$ cat src/hw/rtl/cpd_pkg.sv
// Shared types, constants and helpers for the cycling power packet decoder.
package cpd_pkg;

    localparam int MAX_PACKET_BYTES  = 32;
    localparam int CADENCE_FRAC_BITS = 8;

    localparam int IDX_W    = $clog2(MAX_PACKET_BYTES + 1);
    localparam int NUM_W    = 32;                           // drev * 61440 fits in 32 bits
    localparam int DVD_W    = NUM_W + CADENCE_FRAC_BITS;
    localparam int DCNT_W   = $clog2(DVD_W + 1);

    localparam logic [IDX_W-1:0] IDX_MAX = IDX_W'(MAX_PACKET_BYTES);

    localparam logic [15:0] POWER_TIMEOUT_RST   = 16'd2500;
    localparam logic [15:0] CADENCE_TIMEOUT_RST = 16'd2500;
    localparam logic [7:0]  CADENCE_MIN_RST     = 8'd1;
    localparam logic [7:0]  CADENCE_MAX_RST     = 8'd200;

    // Configuration register indexes
    localparam logic [1:0] REG_POWER_TIMEOUT   = 2'd0;
    localparam logic [1:0] REG_CADENCE_TIMEOUT = 2'd1;
    localparam logic [1:0] REG_CADENCE_MIN     = 2'd2;
    localparam logic [1:0] REG_CADENCE_MAX     = 2'd3;

    // Flag bits of the packet header
    localparam int FLAG_PEDAL_BAL = 0;
    localparam int FLAG_TORQUE    = 2;
    localparam int FLAG_WHEEL     = 4;
    localparam int FLAG_CRANK     = 5;

    typedef enum logic [2:0] {
        ST_IDLE,
        ST_EVAL,
        ST_DECIDE,
        ST_DIV,
        ST_FINISH
    } state_t;

    // Packet fields gathered by the byte parser
    typedef struct packed {
        logic [7:0]  flag_bits;
        logic [15:0] power_raw;
        logic [15:0] crank_rev_new;
        logic [15:0] crank_time_new;
        logic [15:0] crank_rev_prev;
        logic [15:0] crank_time_prev;
    } parse_t;

    function automatic logic [IDX_W-1:0] crank_offset(input logic [7:0] flags);
        logic [IDX_W-1:0] pos;
        pos = IDX_W'(4);
        if (flags[FLAG_PEDAL_BAL]) pos = pos + IDX_W'(1);
        if (flags[FLAG_TORQUE])    pos = pos + IDX_W'(2);
        if (flags[FLAG_WHEEL])     pos = pos + IDX_W'(6);
        return pos;
    endfunction

endpackage

$ cat src/hw/rtl/cpd_parser.sv
// Byte parser: tracks the position in a packet and captures the fields.
module cpd_parser (
    input  logic                 clk,
    input  logic                 rst_n,
    input  logic                 byte_fire,
    input  logic [7:0]           data_byte,
    input  logic                 packet_end,
    input  logic                 restore,
    output logic [cpd_pkg::IDX_W-1:0] count,
    output cpd_pkg::parse_t      fields
);
    import cpd_pkg::*;

    logic [IDX_W-1:0] byte_index_reg;
    logic [IDX_W-1:0] byte_index_next;
    parse_t           fields_reg;
    parse_t           fields_next;
    logic [IDX_W-1:0] cpos;
    logic [IDX_W-1:0] pos;

    assign pos    = byte_index_reg;
    assign cpos   = crank_offset(fields_reg.flag_bits);
    assign count  = (pos < IDX_MAX) ? pos + IDX_W'(1) : IDX_MAX;
    assign fields = fields_reg;

    always_comb
    begin
        fields_next     = fields_reg;
        byte_index_next = byte_index_reg;
        if (byte_fire)
        begin
            if (pos < IDX_MAX)
            begin
                if (pos == IDX_W'(0))
                begin
                    fields_next.flag_bits = data_byte;
                end
                else if (pos == IDX_W'(2))
                begin
                    fields_next.power_raw[7:0] = data_byte;
                end
                else if (pos == IDX_W'(3))
                begin
                    fields_next.power_raw[15:8] = data_byte;
                end
                else if (fields_reg.flag_bits[FLAG_CRANK])
                begin
                    if (pos == cpos)
                    begin
                        fields_next.crank_rev_prev     = fields_reg.crank_rev_new;
                        fields_next.crank_time_prev    = fields_reg.crank_time_new;
                        fields_next.crank_rev_new[7:0] = data_byte;
                    end
                    else if (pos == cpos + IDX_W'(1))
                    begin
                        fields_next.crank_rev_new[15:8] = data_byte;
                    end
                    else if (pos == cpos + IDX_W'(2))
                    begin
                        fields_next.crank_time_new[7:0] = data_byte;
                    end
                    else if (pos == cpos + IDX_W'(3))
                    begin
                        fields_next.crank_time_new[15:8] = data_byte;
                    end
                end
            end
            byte_index_next = packet_end ? '0 : count;
        end
        else if (restore)
        begin
            // incomplete crank fields: undo the sample shift
            fields_next.crank_rev_new  = fields_reg.crank_rev_prev;
            fields_next.crank_time_new = fields_reg.crank_time_prev;
        end
    end

    always_ff @(posedge clk or negedge rst_n)
    begin
        if (!rst_n)
        begin
            byte_index_reg <= '0;
            fields_reg     <= '0;
        end
        else
        begin
            byte_index_reg <= byte_index_next;
            fields_reg     <= fields_next;
        end
    end

endmodule

$ cat src/hw/rtl/cpd_div.sv
// Bit-serial restoring divider with a saturated 16-bit quotient.
module cpd_div (
    input  logic                      clk,
    input  logic                      rst_n,
    input  logic                      start,
    input  logic [cpd_pkg::DVD_W-1:0] dividend,
    input  logic [15:0]               divisor,
    output logic                      done,
    output logic [15:0]               quotient
);
    import cpd_pkg::*;

    logic [DCNT_W-1:0] cnt_reg;
    logic [DCNT_W-1:0] cnt_next;
    logic [DVD_W-1:0]  dvd_reg;
    logic [DVD_W-1:0]  dvd_next;
    logic [15:0]       rem_reg;
    logic [15:0]       rem_next;
    logic [15:0]       quo_reg;
    logic [15:0]       quo_next;
    logic [15:0]       dsr_reg;
    logic [15:0]       dsr_next;
    logic              ovf_reg;
    logic              ovf_next;
    logic              done_reg;
    logic              done_next;
    logic [16:0]       rem_shift;
    logic [16:0]       rem_diff;
    logic              qbit;

    assign rem_shift = {rem_reg, dvd_reg[DVD_W-1]};
    assign rem_diff  = rem_shift - {1'b0, dsr_reg};
    assign qbit      = (rem_shift >= {1'b0, dsr_reg});

    always_comb
    begin
        cnt_next  = cnt_reg;
        dvd_next  = dvd_reg;
        rem_next  = rem_reg;
        quo_next  = quo_reg;
        dsr_next  = dsr_reg;
        ovf_next  = ovf_reg;
        done_next = 1'b0;
        if (start)
        begin
            cnt_next = DCNT_W'(DVD_W);
            dvd_next = dividend;
            dsr_next = divisor;
            rem_next = '0;
            quo_next = '0;
            ovf_next = 1'b0;
        end
        else if (cnt_reg != '0)
        begin
            dvd_next = {dvd_reg[DVD_W-2:0], 1'b0};
            rem_next = qbit ? rem_diff[15:0] : rem_shift[15:0];
            // any quotient bit above bit 15 saturates the result
            ovf_next = ovf_reg | quo_reg[15];
            quo_next = {quo_reg[14:0], qbit};
            cnt_next = cnt_reg - DCNT_W'(1);
            done_next = (cnt_reg == DCNT_W'(1));
        end
    end

    always_ff @(posedge clk or negedge rst_n)
    begin
        if (!rst_n)
        begin
            cnt_reg  <= '0;
            done_reg <= 1'b0;
        end
        else
        begin
            cnt_reg  <= cnt_next;
            done_reg <= done_next;
        end
    end

    always_ff @(posedge clk)
    begin
        dvd_reg <= dvd_next;
        rem_reg <= rem_next;
        quo_reg <= quo_next;
        dsr_reg <= dsr_next;
        ovf_reg <= ovf_next;
    end

    assign done     = done_reg;
    assign quotient = ovf_reg ? 16'hFFFF : quo_reg;

endmodule

$ cat src/hw/rtl/cycling_power_packet_decoder.sv
// Cycling power packet decoder: top level with control, power and cadence state. Non-final
// bytes are taken one per cycle while idle. A final byte passes ST_EVAL, ST_DECIDE (later
// crank sample), ST_DIV (cadence division, one quotient bit per cycle over 40 bits) and
// ST_FINISH, which loads the output register once free, so m_axis_tvalid and s_axis_tready
// rise. One packet end is processed at a time; the output register lets the next packet start
// meanwhile. Reset (rst_n, async, active low) restores config defaults and clears that state.
module cycling_power_packet_decoder (
    input  logic        clk,
    input  logic        rst_n,
    input  logic        s_axis_tvalid,
    output logic        s_axis_tready,
    input  logic [39:0] s_axis_tdata,   // [7:0] data_byte, [39:8] now_ms
    input  logic        s_axis_tlast,   // packet_end
    output logic        m_axis_tvalid,
    input  logic        m_axis_tready,
    output logic [39:0] m_axis_tdata,   // [15:0] power_watts, [16] power_valid,
                                        // [32:17] cadence_q8, [33] cadence_valid,
                                        // [34] packet_short, [39:35] zero
    input  logic        cfg_valid,
    output logic        cfg_ready,
    input  logic [1:0]  cfg_index,
    input  logic [15:0] cfg_data
);
    import cpd_pkg::*;

    state_t state_reg;
    state_t state_next;

    logic [15:0] power_timeout_reg;
    logic [15:0] cadence_timeout_reg;
    logic [7:0]  cadence_min_reg;
    logic [7:0]  cadence_max_reg;

    logic [15:0] power_value_reg;
    logic        power_seen_reg;
    logic [31:0] power_stamp_reg;
    logic [15:0] cadence_value_reg;
    logic        cadence_seen_reg;
    logic [31:0] cadence_stamp_reg;

    logic [31:0]      now_reg;
    logic [IDX_W-1:0] count_reg;
    logic             short_reg;
    logic [15:0]      drev_reg;
    logic [15:0]      dtime_reg;
    logic [NUM_W-1:0] num_reg;
    logic [23:0]      minp_reg;
    logic [23:0]      maxp_reg;

    logic        out_valid_reg;
    logic [34:0] out_reg;

    logic             in_fire;
    logic             restore;
    logic             div_start;
    logic             div_done;
    logic [15:0]      div_q;
    logic             out_load;
    logic [IDX_W-1:0] count;
    parse_t           pf;
    logic [IDX_W-1:0] cpos;
    logic             crank_on;
    logic             crank_ok;
    logic [15:0]      drev;
    logic [15:0]      dtime;
    logic             moving;
    logic             in_range;

    assign in_fire   = s_axis_tvalid && s_axis_tready;
    assign cfg_ready = 1'b1;

    cpd_parser u_parser (
        .clk        (clk),
        .rst_n      (rst_n),
        .byte_fire  (in_fire),
        .data_byte  (s_axis_tdata[7:0]),
        .packet_end (s_axis_tlast),
        .restore    (restore),
        .count      (count),
        .fields     (pf)
    );

    cpd_div u_div (
        .clk      (clk),
        .rst_n    (rst_n),
        .start    (div_start),
        .dividend ({num_reg, {CADENCE_FRAC_BITS{1'b0}}}),
        .divisor  (dtime_reg),
        .done     (div_done),
        .quotient (div_q)
    );

    assign cpos     = crank_offset(pf.flag_bits);
    assign crank_on = pf.flag_bits[FLAG_CRANK];
    assign crank_ok = crank_on && ({1'b0, count_reg} >= {1'b0, cpos} + (IDX_W+1)'(4));
    assign drev     = pf.crank_rev_new - pf.crank_rev_prev;
    assign dtime    = pf.crank_time_new - pf.crank_time_prev;
    assign moving   = (drev_reg != '0) && (dtime_reg != '0);
    assign in_range = (num_reg > NUM_W'(minp_reg)) && (num_reg <= NUM_W'(maxp_reg));

    always_ff @(posedge clk or negedge rst_n)
    begin
        if (!rst_n)
        begin
            state_reg <= ST_IDLE;
        end
        else
        begin
            state_reg <= state_next;
        end
    end

    always_comb
    begin
        state_next    = state_reg;
        s_axis_tready = 1'b0;
        restore       = 1'b0;
        div_start     = 1'b0;
        out_load      = 1'b0;
        case (state_reg)
            ST_IDLE:
            begin
                s_axis_tready = 1'b1;
                if (in_fire && s_axis_tlast)
                begin
                    state_next = ST_EVAL;
                end
            end
            ST_EVAL:
            begin
                restore    = crank_on && !crank_ok && (count_reg > cpos);
                state_next = (crank_ok && cadence_seen_reg) ? ST_DECIDE : ST_FINISH;
            end
            ST_DECIDE:
            begin
                if (moving && in_range)
                begin
                    div_start  = 1'b1;
                    state_next = ST_DIV;
                end
                else
                begin
                    state_next = ST_FINISH;
                end
            end
            ST_DIV:
            begin
                if (div_done)
                begin
                    state_next = ST_FINISH;
                end
            end
            ST_FINISH:
            begin
                out_load = !out_valid_reg || m_axis_tready;
                if (out_load)
                begin
                    state_next = ST_IDLE;
                end
            end
            default:
            begin
                state_next = ST_IDLE;
            end
        endcase
    end

    always_ff @(posedge clk or negedge rst_n)
    begin
        if (!rst_n)
        begin
            power_timeout_reg   <= POWER_TIMEOUT_RST;
            cadence_timeout_reg <= CADENCE_TIMEOUT_RST;
            cadence_min_reg     <= CADENCE_MIN_RST;
            cadence_max_reg     <= CADENCE_MAX_RST;
            power_value_reg     <= '0;
            power_seen_reg      <= 1'b0;
            power_stamp_reg     <= '0;
            cadence_value_reg   <= '0;
            cadence_seen_reg    <= 1'b0;
            cadence_stamp_reg   <= '0;
            out_valid_reg       <= 1'b0;
        end
        else
        begin
            if (cfg_valid && cfg_ready)
            begin
                case (cfg_index)
                    REG_POWER_TIMEOUT:   power_timeout_reg   <= cfg_data;
                    REG_CADENCE_TIMEOUT: cadence_timeout_reg <= cfg_data;
                    REG_CADENCE_MIN:     cadence_min_reg     <= cfg_data[7:0];
                    REG_CADENCE_MAX:     cadence_max_reg     <= cfg_data[7:0];
                    default:             ;
                endcase
            end

            case (state_reg)
                ST_EVAL:
                begin
                    if (count_reg >= IDX_W'(4))
                    begin
                        power_seen_reg <= 1'b1;
                        if (pf.power_raw != '0)
                        begin
                            power_value_reg <= pf.power_raw;
                            power_stamp_reg <= now_reg;
                        end
                        else if ((now_reg - power_stamp_reg) > 32'(power_timeout_reg))
                        begin
                            power_value_reg <= '0;
                        end
                    end
                    // first crank sample only primes the stored sample
                    if (crank_ok && !cadence_seen_reg)
                    begin
                        cadence_seen_reg  <= 1'b1;
                        cadence_value_reg <= '0;
                    end
                end
                ST_DECIDE:
                begin
                    if (moving)
                    begin
                        if (num_reg > NUM_W'(minp_reg))
                        begin
                            cadence_stamp_reg <= now_reg;
                        end
                    end
                    else if ((now_reg - cadence_stamp_reg) > 32'(cadence_timeout_reg))
                    begin
                        cadence_value_reg <= '0;
                    end
                end
                ST_DIV:
                begin
                    if (div_done)
                    begin
                        cadence_value_reg <= div_q;
                    end
                end
                default:
                begin
                end
            endcase

            if (out_load)
            begin
                out_valid_reg <= 1'b1;
            end
            else if (m_axis_tready)
            begin
                out_valid_reg <= 1'b0;
            end
        end
    end

    always_ff @(posedge clk)
    begin
        if (state_reg == ST_IDLE && in_fire && s_axis_tlast)
        begin
            now_reg   <= s_axis_tdata[39:8];
            count_reg <= count;
        end
        if (state_reg == ST_EVAL)
        begin
            short_reg <= crank_on ? ({1'b0, count_reg} < {1'b0, cpos} + (IDX_W+1)'(4))
                                  : (count_reg < cpos);
            drev_reg  <= drev;
            dtime_reg <= dtime;
            // drev * 61440 = drev * 65536 - drev * 4096
            num_reg   <= {drev, 16'h0000} - {4'h0, drev, 12'h000};
            minp_reg  <= 24'(cadence_min_reg) * 24'(dtime);
            maxp_reg  <= 24'(cadence_max_reg) * 24'(dtime);
        end
        if (out_load)
        begin
            out_reg <= {short_reg, cadence_seen_reg, cadence_value_reg,
                        power_seen_reg, power_value_reg};
        end
    end

    assign m_axis_tvalid = out_valid_reg;
    assign m_axis_tdata  = {5'b00000, out_reg};

endmodule

$ cat config.mk
export PLATFORM = sky130hd
export DESIGN_NAME = cycling_power_packet_decoder
export DESIGN_NICKNAME = d
export VERILOG_FILES = /design/src/hw/rtl/cpd_pkg.sv /design/src/hw/rtl/cpd_parser.sv /design/src/hw/rtl/cpd_div.sv /design/src/hw/rtl/cycling_power_packet_decoder.sv
export SDC_FILE = /design/constraint.sdc
export NUM_CORES = 1
export LEC_CHECK = 0
export BUFFER_PORTS_ARGS = -buffer_cell sky130_fd_sc_hd__clkbuf_2
export CAP_MARGIN = 20
export CELL_PAD_IN_SITES_DETAIL_PLACEMENT = 0
export CELL_PAD_IN_SITES_GLOBAL_PLACEMENT = 1
export CORE_MARGIN = 5
export CORE_UTILIZATION = 26
export DETAILED_ROUTE_END_ITERATION = 8
export PLACE_DENSITY_LB_ADDON = 0.1
export SETUP_SLACK_MARGIN = 0.1
export SLEW_MARGIN = 10
export SYNTH_ARGS = -nofsm -noshare
export SYNTH_HDL_FRONTEND = slang
export SYNTH_SLANG_ARGS = --single-unit
$ cat constraint.sdc
create_clock -name clk -period 17.2 [get_ports clk]
set_clock_uncertainty 0.2 [all_clocks]
set_input_delay 0.86 -clock clk [delete_from_list [all_inputs] [get_ports clk]]
set_output_delay 0.86 -clock clk [all_outputs]
set_load 0.05 [all_outputs]
# After elaboration in Yosys (flattened, before gate mapping)
# Cells that the tools add are included.
# Widths: inputs -> output; s select.
classes:
  add_sub_neg: 14
  mul: 2
  n_lt_le_gt_ge: 11
  n_eq_ne: 32
  mux: 50
  n_bitwise: 4
  reduce_logical: 47
op_table:
  columns: ["cell", "count"]
  rows:
  - ["$mux 64", 5]
  - ["$mux 16", 10]
  - ["$mux 32", 3]
  - ["$mux 40", 2]
  - ["$gt 32x16->1", 2]
  - ["$sub 32x32->32", 2]
  - ["$mul 8x16->24", 2]
  - ["$mux 8", 6]
  - ["$pmux 16 s3", 1]
  - ["$reduce_bool 16->1", 3]
  - ["$sub 16x16->16", 3]
  - ["$mux 6", 6]
  - ["$gt 32x24->1", 1]
  - ["$le 32x24->1", 1]
  - ["$sub 32x28->32", 1]
  - ["$eq 6x6->1", 4]
  - ["$ne 2x2->1 const B", 11]
  - ["$add 6x2->6 const B", 3]
  - ["$ge 17x16->1", 1]
  - ["$mux 3", 5]
  - ["$pmux 3 s5", 1]
  - ["$reduce_and 3->1", 5]
  - ["$ne 2x1->1 const B", 7]
  - ["$reduce_and 7->1", 2]
  - ["other kinds (35)", 73]
word_totals:
  ff_bits: 516
  in_bits: 64
  out_inout_bits: 43
  elab_cells: 198

# Logic depth before layout (Yosys ltp)
# Gate-level depths: netlist of the first run.
depth:
  ltp_word: 17
  depth_mapped: 31
  depth_no_buf: 30

# Hierarchy
# A second synthesis of the first run with hierarchy kept.
hier_totals:
  cells_unflattened: 3493
  hier_area_um2: 35901.9
by_module_without_submodules:
  columns: ["mod", "n_inst", "cells_per_inst", "area_each_um2", "seq_area_each_um2"]
  rows:
  - ["cycling_power_packet_decoder", 1, 2682, 26546.7, 8966.1]
  - ["cpd_div", 1, 456, 4972.3, 2517.4]
  - ["cpd_parser", 1, 355, 4383.0, 2352.3]

# Worst setup path before layout of the first run
# Ideal clock, no wire load.
synth_path:
  kind: "flip-flop to flip-flop"
  from: "reg u_parser.fields_reg, in the netlist u_parser.fields[32]"
  to: "reg minp_reg[22] (data pin)"
  setup_ps: 258
  arrival_time_ps: 6535
  required_time_ps: 16742
  slack_ps: 10207
  path_stages_with_launch: 29
  path_buffers: 1
  synth_period_minus_slack_ps: 6993
  path_cell_list: "dfrtp_1 > inv_1 > ha_1 > inv_1 > fa_1 > a21o_1 > a21oi_1 > o21ai_0 > a21oi_1 > o21bai_1 > a211oi_1 > o21bai_1 > xor2_1 > clkbuf_1 > nand2_1 > fa_1 > inv_1 > fa_1 > fa_1 > inv_1 > fa_1 > inv_1 > ha_1 > or4_1 > a211oi_1 > o211ai_1 > a31o_2 > a21o_1 > xor2_1"
synth_via:
  elab_chain_len: 2
synth_rtl:
  columns: ["element", "line_no", "source"]
  rows:
  - ["start: declaration", "cpd_parser.sv:16", "parse_t fields_reg;"]
  - ["start signal: assignment", "cpd_parser.sv:88", "fields_reg <= fields_next;"]
  - ["$sub 16x16->16", "cycling_power_packet_decoder.sv:97", "assign dtime = pf.crank_time_new - pf.crank_time_prev;"]
  - ["via dtime[10]", "cycling_power_packet_decoder.sv:65", "logic [15:0] dtime;"]
  - ["$mul 8x16->24", "cycling_power_packet_decoder.sv:272", "minp_reg <= 24'(cadence_min_reg) * 24'(dtime);"]
  - ["end signal: assignment", "cycling_power_packet_decoder.sv:272", null]
  - ["end: declaration", "cycling_power_packet_decoder.sv:47", "logic [23:0] minp_reg;"]
# The timed path passes the listed nets, and every way through them passes these cells.
# A chain may end at the register's enable or synchronous reset.

# Final worst setup path of the first run
layout_path:
  from: "reg u_parser.fields_reg, in the netlist u_parser.fields[32]"
  to: "reg minp_reg[22] (data pin)"
layout_via:
  elab_chain_len: 2
layout_rtl:
  columns: ["element", "line_no"]
  rows:
  - ["$sub 16x16->16", "cycling_power_packet_decoder.sv:97"]
  - ["$mul 8x16->24", "cycling_power_packet_decoder.sv:272"]
# Every way passes these cells.

==> results.toml, run 1 <==
[critical_path]
cp-start-kind = "flip-flop"
crit_path_end_kind = "flip-flop"
worstSetupPathType = "flip-flop to flip-flop"
required_ns = 17.37
cp_top_family = "adder cells"
r2r-end = "minp_reg[22]"
endpoint = "minp_reg[22]"
r2r_setup_slack_ns = 9.29
path_max_fanout = 17
critPathLaunch = "u_parser.fields[32]"
r2r_start = "u_parser.fields[32]"
cp_num_cells = 30
crit_path_top_delay_cell = "fa_1"
path_buf_inv = 5
worst_ep_arrival_time_ns = 8.08
crit_path_frequent_cell = "fa_1"
reg2reg_depth = 30
cpPeakStageDelay_ns = 0.55

[clocking]
cts.sinks = 489
holdBufCountCts = 1
insertion_delay_ns = 0.64
clk_pin_slew_ns = 0.06
htreeDepth = 3
root_buffer = "clkbuf_16"
cts_made_buffers = 67
ctsLongestPathBuffers = 3
cts_resized = 0
cts_setup_buffers = 0
cts_tree = "built"

[timing]
worst_pin_slew_ns = 1.07
finalMaxSlewViolations = 0
rsz0062_at_grt = "no"
fin_crit_sh_pct = 46.0
finalHoldViolCount = 0
period_needed_ns = 7.91
relSlewSlack_pct = 28.2
fmax_ghz = 0.126
fin_setup_tns_ns = 0
setup_viol = 0

[placed_design]
placedCellCount = 5352
hpwl_um = 73700
dpl-instance-area_um2 = 37700
gp_congestion = 0.763
numPortBuffers = 100

[min_path]
hold_class = "primary input to flip-flop"
min_from = "s_axis_tdata[26]"
holdPathStages = 1

[die]
die-area_um2 = 142000
die_w_um = 377
num_rows = 134
core_area_um2 = 134000
io_pins = 107
die_h_um = 377
start_util_pct = 26.2

[global_route]
antenna_found_initial = 2
grt_max_degree = 84
grt_pass1_vias = 25600
grt_first_pass_wirelength_um = 156000
grt-ovfl-total = 0
track_usage_pct = 13.9

[synth]
synth-async-reset-ratio_pct = 50.5
yosysTopAreaCellShare_pct = 17.9
ys_seq_area_share_pct = 37.6
synth_edf_count = 209
yosys_warnings = 0
ys_top_cells_by_area = "edfxtp_1, dfrtp_1, ha_1, fa_1, inv_1"
syn_area_um2 = 35000
synth.most_common_cell = "inv_1"
ys_dominant_reg_cell = "dfrtp_1"
ys_types = 102
syn_area_per_cell_um2 = 9.84
synth_top_cells_by_count = "inv_1, nand2_1, ha_1"
syn_inst = 3555
ys_ff_latch = 489
synth_top_cell_by_area = "edfxtp_1"

[cells_and_area]
final_area_um2 = 39900
syn2layout_area_growth_pct = 14.0
final_cells = 5477
nNetsFinal = 4176
largest_reg_flops = 84
utilization_pct = 29.8
drive_above_1_share_pct = 11.7

[drt]
wire_per_inst_um = 18.0
num_vias = 25100
drtIter0Drc = 1296
viasPerCell = 4.58
dr.pass1.iters = 7
routed_wirelength_um = 98700
postRouteAntennaNets = 0
drc = 0

[job]
drv_cap = 0

[outcome]
status = "finished, final reports clean"
cells by family after synthesis:
kind of cell | after synthesis | synth area share, %
AO/OA/AOI/OAI | 744 | 13.8
flip-flops | 489 | 37.6
buffers and inverters | 577 | 6.41
AND/OR/NAND/NOR | 1033 | 14.8
multiplexers | 124 | 4.06
adder cells (fa/ha/maj) | 458 | 20.1
XOR/XNOR | 128 | 3.21
other | 2 | 0.0215
per-stage QoR:
step,setup WS (ns),hold slack (ns)
2_1_floorplan,10.21,0.200
3_3_place_gp,9.30,0.201
3_5_place_dp,9.22,0.206
4_1_cts,9.20,0.118
5_1_grt,8.73,0.148
6_report,9.29,0.192
worst min-delay path by stage:
stage               slack (ns)          end
floorplan                 0.20  out_reg[34]
global placement          0.20  out_reg[34]
detailed placement        0.21  out_reg[34]
CTS                       0.12  now_reg[18]
global route              0.15  now_reg[19]
finish                    0.19  now_reg[18]
layout make-up:
type / instances / area (µm²)
fillers: 14100 / 93800
multi-input cells: 2493 / 19800
flip-flops and latches: 489 / 13100
well taps: 1768 / 2210
clock buffers: 102 / 1940
inverters: 456 / 1710
repair buffers: 147 / 866
clock inverters: 20 / 248
diodes: 2 / 5.00
layer usage:
metal	global-route usage, %	routed length, µm
met1	19.8	48900
met2	22.3	44700
met3	1.94	3130
met4	3.70	2000
met5	0	0
cell usage in the layout (no fill, tap or decap), types with 25 or more instances in the layout:
master	n
inv_1	455
nand2_1	340
ha_1	284
o21ai_0	244
dfrtp_1	233
edfxtp_1	209
and2_1	192
fa_1	174
nor2_1	173
a21oi_1	165
mux2_2	103
clkbuf_2	99
xnor2_1	81
clkbuf_16	68
nand3_1	56
a21o_1	55
nor3_1	53
buf_4	46
xor2_1	39
nor2b_1	33
dfxtp_1	33
nand4_1	31
o211ai_1	25
worst register-to-register path: cells and delay by family (launching register included):
kind | cells | cell delay, ns
xor+xnor | 2 | 0.25
flops | 1 | 0.39
simple gates | 5 | 0.94
buf+inv | 5 | 0.49
fa+ha+maj | 7 | 2.87
compound gates | 11 | 2.49
Power of run 1 is not shown: default switching activity piles up to over one toggle a cycle in this logic, so the estimate is an artifact.
==> inputs of run 2 (changes only) <==
ABC_AREA = 1   (was unset)
clock period = 7.2 ns   (was 17.2 ns; I/O delays follow)
==> run 2 against run 1 <==
- fmax increased by 19%
- wire length increased by 16%
- critical path depth decreased by 2
- setup slack got worse by 8.7 ns
- global-route usage increased by 2.0 points
- cell count increased by 17%
- clock-buffer cell count decreased by 9
- worst hold slack got worse by 0.15 ns
- sequential share of layout area decreased by 1.1 points
- via count increased by 12%
- non-clock buffer count increased by 71
- critical endpoint is now minp_reg[18]
- largest cell class unchanged
==> results.toml, run 2 <==
[outcome]
status = "finished, final reports clean"

[global_route]
grt_first_pass_wirelength_um = 179000
grt-ovfl-total = 0
track_usage_pct = 15.9
grt_pass1_vias = 29200
grt_max_degree = 105
antenna_found_initial = 1

[synth]
syn_area_per_cell_um2 = 8.10
ys_top_cells_by_area = "edfxtp_1, dfrtp_1, nand2_1, ha_1, fa_1"
syn_area_um2 = 35600
synth_top_cells_by_count = "nand2_1, inv_1, nor2_1"
synth.most_common_cell = "nand2_1"
ys_dominant_reg_cell = "dfrtp_1"
synth_edf_count = 209
synth_top_cell_by_area = "edfxtp_1"
yosysTopAreaCellShare_pct = 17.6
syn_inst = 4393
ys_types = 64
synth-async-reset-ratio_pct = 50.5
ys_ff_latch = 489
yosys_warnings = 0
ys_seq_area_share_pct = 36.9

[critical_path]
cp-start-kind = "flip-flop"
worstSetupPathType = "flip-flop to flip-flop"
crit_path_top_delay_cell = "fa_1"
r2r_setup_slack_ns = 0.56
worst_ep_arrival_time_ns = 6.83
crit_path_end_kind = "flip-flop"
path_max_fanout = 13
critPathLaunch = "u_parser.fields[32]"
cpPeakStageDelay_ns = 0.55
endpoint = "minp_reg[18]"
required_ns = 7.40
r2r_start = "u_parser.fields[32]"
r2r-end = "minp_reg[18]"
reg2reg_depth = 28

[placed_design]
numPortBuffers = 100
gp_congestion = 0.789
hpwl_um = 89800

[timing]
hold_ws_ns = 0.0377
fin_crit_sh_pct = 92.2
fmax_ghz = 0.151
worst_pin_slew_ns = 1.07
finalMaxSlewViolations = 0
rsz0062_at_grt = "no"
setup_viol = 0
finalHoldViolCount = 0
period_needed_ns = 6.64
fin_setup_tns_ns = 0
relSlewSlack_pct = 28.3

[cells_and_area]
drive_above_1_share_pct = 7.89
syn2layout_area_growth_pct = 15.9
nNetsFinal = 5106
num-fill-cells = 14800
antenna_cells = 0
final_cell_mix = "nand2_1, inv_1, nor2_1, ha_1, a21oi_1"
largest_reg_flops = 84
layout_commonest_cell = "nand2_1"

[clocking]
cts_made_buffers = 67
clk_pin_slew_ns = 0.06
ctsLongestPathBuffers = 3
insertion_delay_ns = 0.66
htreeDepth = 3
root_buffer = "clkbuf_16"
cts.sinks = 489
cts_tree = "built"

[drt]
routed_wirelength_um = 114000
viasPerCell = 4.39
wire_per_inst_um = 17.8
num_vias = 28200
drtIter0Drc = 1465
drc = 0
postRouteAntennaNets = 0
dr.pass1.iters = 5

[die]
die_h_um = 380
core_area_um2 = 136000
die_w_um = 380
start_util_pct = 26.2
io_pins = 107
die-area_um2 = 144000
num_rows = 135

[min_path]
hold_class = "primary input to async pin"

[job]
drv_cap = 0
-- run 2: cell count changes after synthesis, moves of 43 or more --
cell     delta
a21o_1     -43
a21oi_1    +96
and2_1    -192
inv_1     +351
mux2_2    -103
nand2_1   +673
nand3_1   +113
nor2_1    +251
xnor2_1    -60
xor2_1     +50
-- run 2: how the worst min path moves through the flow --
| stage | slack (ns) | end | start |
|---|---|---|---|
| after floorplan | -0.14 | cadence_max_reg[0] | rst_n |
| after global placement | 0.13 | cadence_value_reg[2] | rst_n |
| after detailed placement | 0.13 | cadence_value_reg[2] | rst_n |
| after CTS | 0.01 | cadence_value_reg[2] | rst_n |
| after global routing | 0.05 | cadence_value_reg[2] | rst_n |
| final | 0.04 | cadence_value_reg[2] | rst_n |
-- run 2: final cells by class --
class                   count  area (µm²)  area share [%]
well taps                1781        2230            5.40
clock buffers              93        1870            4.52
flip-flops and latches    489       13100            31.8
inverters                 827        3100            7.52
repair buffers            218        1560            3.78
clock inverters            31         335           0.813
multi-input cells        2981       19000            46.1
-- run 2: per-stage QoR --
step | instance area [µm²] | utilization (%) | instances | setup slack [ns]
2_1_floorplan | 35600 | - | 4397 | 1.00
3_3_place_gp | 38400 | 28.3 | 6232 | 0.139
3_5_place_dp | 38400 | 28.3 | 6232 | 0.137
4_1_cts | 41200 | 30.3 | 6415 | 0.107
5_1_grt | 41300 | 30.4 | 6420 | 0.119
6_report | 41300 | 30.4 | 6420 | 0.565
-- run 2: what timing repair did --
action	in CTS	in global routing
hold buffers	59	0
resized for setup	0	12
endpoints found under the setup margin	0	7
setup buffers	0	5
hold endpoints to repair	188	0
-- run 2: cells by family (layout without fill, tap and decap cells) --
| group | after synthesis | in the layout | share of synthesized area (%) |
|---|---|---|---|
| and+or+nand+nor | 1777 | 1777 | 20.5 |
| adders and majority gates | 458 | 458 | 19.8 |
| other | 2 | 6 | 0.0211 |
| buffers and inverters | 927 | 1169 | 9.97 |
| AOI/OAI and AO/OA | 617 | 617 | 9.67 |
| xor gates and xnor gates | 123 | 123 | 3.13 |
| DFF | 489 | 489 | 36.9 |
-- run 2: routing by layer --
layer	share of wire (%)	global-route usage, %
met5	0	0
met4	1.7	3.69
met3	3.0	2.11
met2	47	26.6
met1	48	21.8
-- run 2: worst max-delay path, delay by kind of cell, from the launching register on --
kind / cells / cell delay (ns)
buf+inv: 6 / 0.59
compound gates: 7 / 1.27
flops: 1 / 0.35
xor+xnor: 1 / 0.15
fa+ha+maj: 7 / 2.97
simple gates: 7 / 0.84
Power of run 2 is left out for the same reason.
